===== src/sv/aoqt_pkg.sv =====
// Shared types, constants and rounding functions for the box overlap query table.
package aoqt_pkg;

   localparam int INDEX_W = 6;
   localparam int COUNT_W = 7;
   localparam int COORD_W = 16;
   localparam int FIXED_W = 32;
   localparam int FRAC_W  = 8;

   localparam logic signed [COORD_W-1:0] COORD_LO = -16'sd32768;
   localparam logic signed [COORD_W-1:0] COORD_HI = 16'sh7fff;

   typedef enum logic [1:0] {
      OP_SET       = 2'd0,
      OP_CLEAR     = 2'd1,
      OP_CLEAR_ALL = 2'd2,
      OP_QUERY     = 2'd3
   } op_type;

   typedef enum logic [1:0] {
      ST_IDLE,
      ST_SCAN,
      ST_FINAL
   } state_type;

   typedef logic signed [COORD_W-1:0] coord_type;

   typedef struct packed {
      coord_type min_x;
      coord_type min_y;
      coord_type min_z;
      coord_type max_x;
      coord_type max_y;
      coord_type max_z;
   } box_type;

   // controller to datapath
   typedef struct packed {
      logic accept;
      logic step;
      logic emit_final;
   } cmd_type;

   // datapath to controller
   typedef struct packed {
      logic query_req;
      logic scan_end;
      logic stall;
      logic out_free;
   } status_type;

   function automatic coord_type sat16(input logic signed [FIXED_W:0] v);
      coord_type r;
      if (v > (FIXED_W+1)'(COORD_HI)) begin
         r = COORD_HI;
      end else if (v < (FIXED_W+1)'(COORD_LO)) begin
         r = COORD_LO;
      end else begin
         r = v[COORD_W-1:0];
      end
      return r;
   endfunction

   function automatic coord_type floor_q8(input logic signed [FIXED_W-1:0] v);
      logic signed [FIXED_W:0] w;
      w = (FIXED_W+1)'(v);
      return sat16(w >>> FRAC_W);
   endfunction

   function automatic coord_type ceil_q8(input logic signed [FIXED_W-1:0] v);
      logic signed [FIXED_W:0] w;
      w = (FIXED_W+1)'(v) + (FIXED_W+1)'((1 << FRAC_W) - 1);
      return sat16(w >>> FRAC_W);
   endfunction

   // inclusive overlap on all three axes
   function automatic logic overlaps(input box_type q, input box_type e);
      return (q.min_x <= e.max_x) && (e.min_x <= q.max_x) &&
             (q.min_y <= e.max_y) && (e.min_y <= q.max_y) &&
             (q.min_z <= e.max_z) && (e.min_z <= q.max_z);
   endfunction

endpackage


===== src/sv/aoqt_ctrl.sv =====
// Controller state machine: sequences request intake, table scan and final response.
module aoqt_ctrl (
   input  logic                  clock,
   input  logic                  reset,
   input  aoqt_pkg::status_type  sts,
   output aoqt_pkg::cmd_type     cmd
);

   aoqt_pkg::state_type state_ff;
   aoqt_pkg::state_type state_in;

   always_ff @(posedge clock) begin
      if (reset) begin
         state_ff <= aoqt_pkg::ST_IDLE;
      end else begin
         state_ff <= state_in;
      end
   end

   always_comb begin
      cmd      = '0;
      state_in = state_ff;
      unique case (state_ff)
         aoqt_pkg::ST_IDLE: begin
            cmd.accept = 1'b1;
            if (sts.query_req) begin
               state_in = aoqt_pkg::ST_SCAN;
            end
         end
         aoqt_pkg::ST_SCAN: begin
            if (sts.scan_end) begin
               state_in = aoqt_pkg::ST_FINAL;
            end else begin
               // hold the scan while a second hit waits on a full response slot
               cmd.step = !sts.stall;
            end
         end
         aoqt_pkg::ST_FINAL: begin
            if (sts.out_free) begin
               cmd.emit_final = 1'b1;
               state_in       = aoqt_pkg::ST_IDLE;
            end
         end
         default: begin
            state_in = aoqt_pkg::ST_IDLE;
         end
      endcase
   end

endmodule


===== config.mk =====
export PLATFORM = sky130hd
export DESIGN_NAME = aoqt_ctrl
export DESIGN_NICKNAME = d
export VERILOG_FILES = /design/src/sv/aoqt_pkg.sv /design/src/sv/aoqt_ctrl.sv
export SDC_FILE = /design/constraint.sdc
export NUM_CORES = 1
export LEC_CHECK = 0
export BUFFER_PORTS_ARGS = -buffer_cell sky130_fd_sc_hd__buf_2
export CORE_AREA = 2 2 39 41
export CTS_BUF_LIST = sky130_fd_sc_hd__clkbuf_4 sky130_fd_sc_hd__clkbuf_8 sky130_fd_sc_hd__clkbuf_16
export DETAILED_ROUTE_END_ITERATION = 10
export DIE_AREA = 0 0 41 43
export PLACE_DENSITY = 0.32
export SETUP_SLACK_MARGIN = 0.2
export SLEW_MARGIN = 15
export SYNTH_ARGS = -nofsm -noshare
export SYNTH_HDL_FRONTEND = slang
export SYNTH_SLANG_ARGS = --single-unit

===== constraint.sdc =====
create_clock -name clock -period 1.15 [get_ports clock]
set_input_delay 0.115 -clock clock [delete_from_list [all_inputs] [get_ports clock]]
set_output_delay 0.115 -clock clock [all_outputs]
set_load 0.05 [all_outputs]

==> flow_summary.yaml, run 1 <==
clock_network:
  cts.sinks: 2
  h-tree-depth: 1
  postCtsSetupBuffers: 0
  postCtsHoldBufs: 0
  cts_buffer_depth: 2
  clock_latency_ns: 0.22
  cts_inserted_buffers: 3
  cts_root_buf: "clkbuf_4"
  clkTransAtPathRegs_ns: 0.03
  cts_tree: "yes"
route:
  drc: 0
  first_pass_iters: 3
  wirelength_um: 320
  num_vias: 122
  wl_per_cell_um: 8.42
  antenna_left: 0
  initialDrtViolationCount: 2
  vias_per_cell: 3.21
power_and_ir_drop:
  sw_frac_of_total_pct: 27.0
  power_density_nw_per_um2: 1310
  irDropWorstVdd_mv: 0.265
  p_sw_mw: 0.0802
  p_clk_share_pct: 52.0
  p_int_mw: 0.217
  p_seq_share_pct: 27.3
  combPwrFrac_pct: 20.6
  p_leak_nw: 0.0912
cells_and_area:
  largest_reg_flops: 2
  layout-area-overhead-vs-synth_pct: 100
  reg.largest.list: "state_ff: 2 flops"
  regMostFlops: "state_ff"
  final_layout_size_suffix_gt1_share_pct: 68.2
  finalNetCount: 30
  diodes: 0
timing:
  finalHoldViolations: 0
  worst_pin_slew_ns: 0.201
  finalSetupTns_ns: 0
  finalCritPeriodShare_pct: 94.9
  skew_ns: 0.00257
  setup_viol: 0
  slew_headroom_pct: 86.5
  min_period_ns: 1.09
  rsz0062_at_grt: "true"
  clock.fmax_mhz: 916
  fin_ws_ns: 0.0582
  slew_viol_final: 0
outcome:
  status: "finished, final reports clean"
yosys:
  synth_nets: 18
  synth-seq-cells: 2
  syn-cell-area_um2: 114
  syn_inst: 12
  avgSynthCellArea_um2: 9.49
  synth.distinct_cells: 10
  yosysSeqAreaShare_pct: 35.2
  yosysWarnings: 0
flow_run:
  maxCapViolations: 0
placed_design:
  portBuffers: 8
  gp_congestion: 0.641
  place_ws_ns: 0.202
global_routing:
  grt_pass1_wl_um: 476
  antenna_found_initial: 0
  grt_max_degree: 8
  grt_pass1_vias: 131
  grt_overflow_total: 0
  track_usage_pct: 4.71
floorplan:
  rows: 14
  die_x_um: 41
  die_area_um2: 1760
  placeableCoreArea_um2: 1380
  initial_core_util_pct: 8.23
  io_pins: 9
  die_y_um: 43
critical_path:
  cp_slowest_cell: "dfxtp_2"
  crit_path_end_kind: "output port"
  critPathArrivalTime_ns: 0.98
  startpoint_type: "flop"
  crit_required_ns: 1.03
  cp_max_fo: 6
  max_stage_delay_ns: 0.34
  crit_chain: "nor4b_4, buf_6"
  critical_path_class: "reg -> out"
min_path:
  hold_path.class: "in -> reg"
-- layer usage --
| metal | part of all wire, % | wire length, um | track usage (%) | vias to the layer above |
|---|---|---|---|---|
| li1 | - | - | - | 63 |
| met1 | 45 | 144 | 4.47 | 50 |
| met2 | 38 | 121 | 5.00 | 9 |
| met3 | 17 | 54 | 2.62 | 0 |
| met4 | 0 | 0 | 8.00 | 0 |
| met5 | 0 | 0 | 0 | - |
-- logic make-up after synthesis --
logic type	count (synthesis)	share of synthesized area, %
compound gates	2	14.3
buf+inv	1	6.60
simple gates	7	44.0
flops	2	35.2
-- path summary, 6_finish.rpt --
kind                                  start  cells past startpoint  slack (ns)          end
worst max-delay path            state_ff[1]                      2        0.06       cmd[1]
worst min-delay path                  reset                      2        0.06  state_ff[1]
worst max register to register  state_ff[1]                      2        0.20  state_ff[1]
worst min register to register  state_ff[1]                      1        0.48  state_ff[0]
-- cells in the final DEF (no fill, tap or decap) --
cell,Yosys,final
clkbuf_4,0,3
or3b_1,1,1
and3b_1,1,1
nor2_1,1,1
dfxtp_2,0,1
buf_6,0,3
nand2b_1,2,2
a211oi_1,1,1
nand3b_1,1,1
dfxtp_4,0,1
nor4b_4,0,1
buf_2,0,5
a21oi_2,1,1
-- cells in the mapped netlist, drive strengths merged --
master	instances	area share, %
or3b	1	7.7
nor2	1	3.3
nor4b	1	7.7
buf	1	6.6
a21oi	1	7.7
dfxtp	2	35
nand2b	2	11
a211oi	1	6.6
and3b	1	7.7
nand3b	1	6.6
-- power by group through the flow --
stage / combinational (mW) / sequential, mW / clock (mW)
final: 0.0613 / 0.0812 / 0.155
after global routing: 0.0653 / 0.0825 / 0.169
after CTS: 0.0593 / 0.0814 / 0.166
after detailed placement: 0.0534 / 0.0831 / 0
after global placement: 0.0525 / 0.0826 / 0
after floorplan: 0.0404 / 0.0814 / 0
-- worst max-delay path, delay by kind of cell (launching register included) --
family                 cells  cell delay [ns]
buffers and inverters      1             0.19
AND/OR/NAND/NOR            1             0.22
flip-flops                 1             0.34
-- area by class of cell --
cell class                      count  area (um^2)
Multi-Input combinational cell      9         81.3
Timing Repair Buffer                8         58.8
Fill cell                         156         1160
Tap cell                           16         20.0
Sequential cell                     2         45.0
Clock buffer                        3         22.5
-- what timing repair did --
item,in CTS,in global routing
endpoints found under the setup margin,4,4
gates resized for setup,6,1
pin swaps,0,0
-- through the flow --
step / hold slack [ns] / power, mW / utilization, % / area [um^2] / cells
2_1_floorplan: 0.170 / 0.122 / - / 131 / 12
3_3_place_gp: 0.287 / 0.135 / 13.3 / 184 / 35
3_5_place_dp: 0.292 / 0.136 / 13.3 / 184 / 35
4_1_cts: 0.0536 / 0.307 / 16.2 / 224 / 38
5_1_grt: 0.0574 / 0.317 / 16.5 / 228 / 38
6_report: 0.0614 / 0.297 / 16.5 / 228 / 38
(Power assumes the default switching activity.)
==> run 2: changes to the inputs <==
Settings changed: PLACE_DENSITY 0.32 to unset, PLACE_DENSITY_LB_ADDON set to 0.05, SETUP_SLACK_MARGIN 0.2 to 0.1.
==> run 2 against run 1 <==
  * Maximum frequency decreased by 1.2%
  * Clock skew increased by 0.0038 ns
  * Largest power group unchanged
  * Final cell count increased by 2.6%
  * Largest cell class unchanged
  * Utilization increased by 0.54 points
==> flow_summary.yaml, run 2 (synthesis results as in run 1) <==
critical_path:
  cp_top_family: "flip-flops"
  startpoint_type: "flop"
  cp_max_fo: 6
  max_stage_delay_ns: 0.34
  crit_chain: "nor4b_4, buf_6"
  reg2reg_depth: 2
  crit_required_ns: 1.03
  path_buf_inv: 1
  critical_path_class: "reg -> out"
  r2r_start: "state_ff[1]"
  crit_path_end_kind: "output port"
  cp_slowest_cell: "dfxtp_2"
  critPathArrivalTime_ns: 0.99
  crit_start: "state_ff[1]"
  worst-path-stages: 2
power_and_ir_drop:
  power_density_nw_per_um2: 1300
  p_leak_nw: 0.0964
  irDropWorstVdd_mv: 0.192
floorplan:
  die_x_um: 41
  initial_core_util_pct: 8.23
  rows: 14
  placeableCoreArea_um2: 1380
  die_area_um2: 1760
  io_pins: 9
  die_y_um: 43
global_routing:
  grt_overflow_total: 0
  antenna_found_initial: 0
  grt_pass1_wl_um: 593
  track_usage_pct: 6.31
  grt_max_degree: 8
  grt_pass1_vias: 149
clock_network:
  postCtsHoldBufs: 0
  clock_latency_ns: 0.23
  cts_buffer_depth: 2
  cts.sinks: 2
  clkTransAtPathRegs_ns: 0.03
  cts_inserted_buffers: 3
  cts_tree: "yes"
  cts_root_buf: "clkbuf_4"
  h-tree-depth: 1
timing:
  worst_pin_slew_ns: 0.206
  skew_ns: 0.00638
  finalSetupTns_ns: 0
  rsz0062_at_grt: "true"
  finalHoldViolations: 0
  finalCritPeriodShare_pct: 96.1
  clock.fmax_mhz: 905
  setup_viol: 0
  slew_viol_final: 0
  slew_headroom_pct: 86.2
  hold_slack_ns: 0.0493
  min_period_ns: 1.11
placed_design:
  portBuffers: 8
  gp_congestion: 0.616
route:
  wirelength_um: 326
  wl_per_cell_um: 8.36
  antenna_left: 0
  num_vias: 139
  vias_per_cell: 3.56
  first_pass_iters: 3
  initialDrtViolationCount: 1
  drc: 0
min_path:
  hold_path.class: "in -> reg"
  hold_depth: 2
  hold_start: "reset"
cells_and_area:
  reg.largest.list: "state_ff: 2 flops"
  fin_util_pct: 17.0
  regMostFlops: "state_ff"
  layout_common_cells: "buf_2 (5), clkbuf_4 (3), buf_6 (3)"
  n_fill_cell: 165
  final_layout_size_suffix_gt1_share_pct: 69.6
  diodes: 0
  finalNetCount: 31
  final_common_cell: "buf_2"
  layout-area-overhead-vs-synth_pct: 107
  largest_reg_flops: 2
flow_run:
  maxCapViolations: 0
outcome:
  status: "finished, final reports clean"
run 2: cell count changes in the layout (fill, tap and decap cells not counted):
cell / change
buf_4: +1
run 2: repair_timing:
action                                  4_1_cts  5_1_grt
gates resized for setup                       6        1
setup buffers                                 0        1
endpoints found under the setup margin        3        3
run 2: cell type report:
cell class | instances | area (um^2) | share of cell area, %
Multi-Input combinational cell | 9 | 81.3 | 34.6
Timing Repair Buffer | 9 | 66.3 | 28.2
Sequential cell | 2 | 45.0 | 19.1
Clock buffer | 3 | 22.5 | 9.57
Tap cell | 16 | 20.0 | 8.51
run 2: report_power, final:
part / switching, mW / total, mW / internal (mW) / leakage (nW)
clock: 0.0430 / 0.158 / 0.115 / 0.0138
combinational: 0.0343 / 0.0648 / 0.0306 / 0.0650
sequential: 0.00687 / 0.0814 / 0.0745 / 0.0175
run 2: through the flow:
step / total power, mW / worst slack, ns / instances / cell area (um^2)
2_1_floorplan: 0.122 / 0.0965 / 12 / 131
3_3_place_gp: 0.138 / 0.170 / 35 / 184
3_5_place_dp: 0.137 / 0.188 / 35 / 184
4_1_cts: 0.309 / 0.0265 / 38 / 224
5_1_grt: 0.316 / 0.00750 / 39 / 235
6_report: 0.305 / 0.0448 / 39 / 235
run 2: worst paths after layout:
kind | end | slack (ns)
max | cmd[1] | 0.04
min | state_ff[1] | 0.05
max reg2reg | state_ff[1] | 0.19
min reg2reg | state_ff[0] | 0.49
run 2: metal layers:
metal | up-vias | global-route usage, % | part of all wire, %
met2 | 8 | 6.56 | 49
met3 | 4 | 1.57 | 7.4
li1 | 66 | - | -
met4 | 0 | 14.0 | 11
met1 | 61 | 5.73 | 32
met5 | - | 0 | 0
==> run 3: changes to the inputs <==
Clock period 1.15 ns to 1.2 ns, I/O delays scaled along.
==> run 3 against run 2 <==
  * Flip-flop and latch count stayed put
  * Hold slack better by 0.015 ns
  * Register-to-register slack better by 0.07 ns
  * Non-clock buffer count stayed put
  * Critical endpoint unchanged
  * Largest cell class unchanged
  * Largest power group unchanged
==> flow_summary.yaml, run 3 (synthesis results as in run 1) <==
outcome:
  status: "finished, final reports clean"
critical_path:
  critPathArrivalTime_ns: 0.99
  cp_max_fo: 5
  crit_path_end_kind: "output port"
  critical_path_class: "reg -> out"
  crit_required_ns: 1.08
  startpoint_type: "flop"
power_and_ir_drop:
  p_leak_nw: 0.0940
  combPwrFrac_pct: 19.7
  irDropWorstVdd_mv: 0.179
  p_clk_share_pct: 52.7
  p_sw_mw: 0.0756
  sw_frac_of_total_pct: 27.1
  p_int_mw: 0.204
  p_seq_share_pct: 27.6
  power_density_nw_per_um2: 1210
global_routing:
  grt_overflow_total: 0
  track_usage_pct: 6.00
  grt_pass1_vias: 160
  grt_pass1_wl_um: 621
  grt_max_degree: 8
  antenna_found_initial: 0
timing:
  min_period_ns: 1.11
  finalHoldViolations: 0
  finalCritPeriodShare_pct: 92.9
  slew_viol_final: 0
  clock.fmax_mhz: 897
  skew_ns: 0.00535
  rsz0062_at_grt: "true"
  worst_pin_slew_ns: 0.249
  slew_headroom_pct: 83.5
  finalSetupTns_ns: 0
  setup_viol: 0
  hold_slack_ns: 0.0648
floorplan:
  io_pins: 9
  die_x_um: 41
  rows: 14
  placeableCoreArea_um2: 1380
  die_y_um: 43
  initial_core_util_pct: 8.23
  die_area_um2: 1760
cells_and_area:
  layout_common_cells: "buf_2 (6), clkbuf_4 (3), nand2b_1 (2), buf_6 (2), dfxtp_4 (2)"
  register_area_um2: 47.5
  diodes: 0
  reg.largest.list: "state_ff: 2 flops"
  n_fill_cell: 167
  finalNetCount: 31
  layout-area-overhead-vs-synth_pct: 103
  final_common_cell: "buf_2"
  regMostFlops: "state_ff"
  largest_reg_flops: 2
  multi_input_area_um2: 81.3
  final_layout_size_suffix_gt1_share_pct: 69.6
route:
  antenna_left: 0
  vias_per_cell: 3.26
  wl_per_cell_um: 8.33
  drc: 0
  first_pass_iters: 2
  initialDrtViolationCount: 2
  num_vias: 127
  wirelength_um: 325
placed_design:
  gp_congestion: 0.578
  portBuffers: 8
clock_network:
  cts_tree: "yes"
  cts_buffer_depth: 2
  cts_root_buf: "clkbuf_4"
  clkTransAtPathRegs_ns: 0.03
  clock_latency_ns: 0.22
  cts_inserted_buffers: 3
  h-tree-depth: 1
  cts.sinks: 2
min_path:
  hold_path.class: "in -> reg"
flow_run:
  maxCapViolations: 0
run 3: cell counts in the layout (fill, tap and decap cells not counted):
Identical to the previous run, type by type.
run 3: critical path: stages, from the launching register on:
cell	delay, ns
dfxtp_4	0.35
nor4b_4	0.22
buf_6	0.19
run 3: stage by stage:
| stage | setup WS [ns] | power, mW | instances | cell area (um^2) | utilization, % |
|---|---|---|---|---|---|
| 6_report | 0.0855 | 0.279 | 39 | 231 | 16.7 |
| 5_1_grt | 0.0336 | 0.297 | 39 | 231 | 16.7 |
| 4_1_cts | 0.0746 | 0.289 | 39 | 228 | 16.5 |
| 3_5_place_dp | 0.142 | 0.132 | 35 | 183 | 13.2 |
| 3_3_place_gp | 0.120 | 0.133 | 35 | 183 | 13.2 |
| 2_1_floorplan | 0.127 | 0.116 | 12 | 130 | - |
run 3: per-layer routing:
layer  wire, um  share of wire, %  track usage, %
met1        119                37            4.44
met4          0                 0            10.0
met5          0                 0               0
met2        182                56            8.44
met3         23               7.1            2.09
run 3: path summary, 6_finish.rpt:
kind | endpoint | slack, ns | startpoint | depth (start not counted)
hold reg to reg | state_ff[0] | 0.51 | state_ff[0] | 2
setup reg to reg | state_ff[1] | 0.26 | state_ff[1] | 2
setup / recovery | cmd[1] | 0.09 | state_ff[1] | 2
hold / removal | state_ff[1] | 0.06 | reset | 2
run 3: final cells by class:
cell class / count / share of cell area (%)
tap: 16 / 8.65
timing repair buffer: 9 / 25.9
multi-input combinational: 9 / 35.1
clock buffer: 3 / 9.73
sequential: 2 / 20.5
run 3: power groups by stage:
stage | registers [mW] | logic, mW | clock network, mW
global placement | 0.0819 | 0.0512 | 0
finish | 0.0770 | 0.0551 | 0.147
detailed placement | 0.0808 | 0.0510 | 0
floorplan | 0.0777 | 0.0387 | 0
CTS | 0.0777 | 0.0554 | 0.156
global route | 0.0787 | 0.0589 | 0.160
run 3: repair_timing:
action / 4_1_cts / 5_1_grt
gates resized for setup: 6 / 1
hold buffers: 0 / 0
endpoints found under the setup margin: 3 / 2
setup buffers: 1 / 0
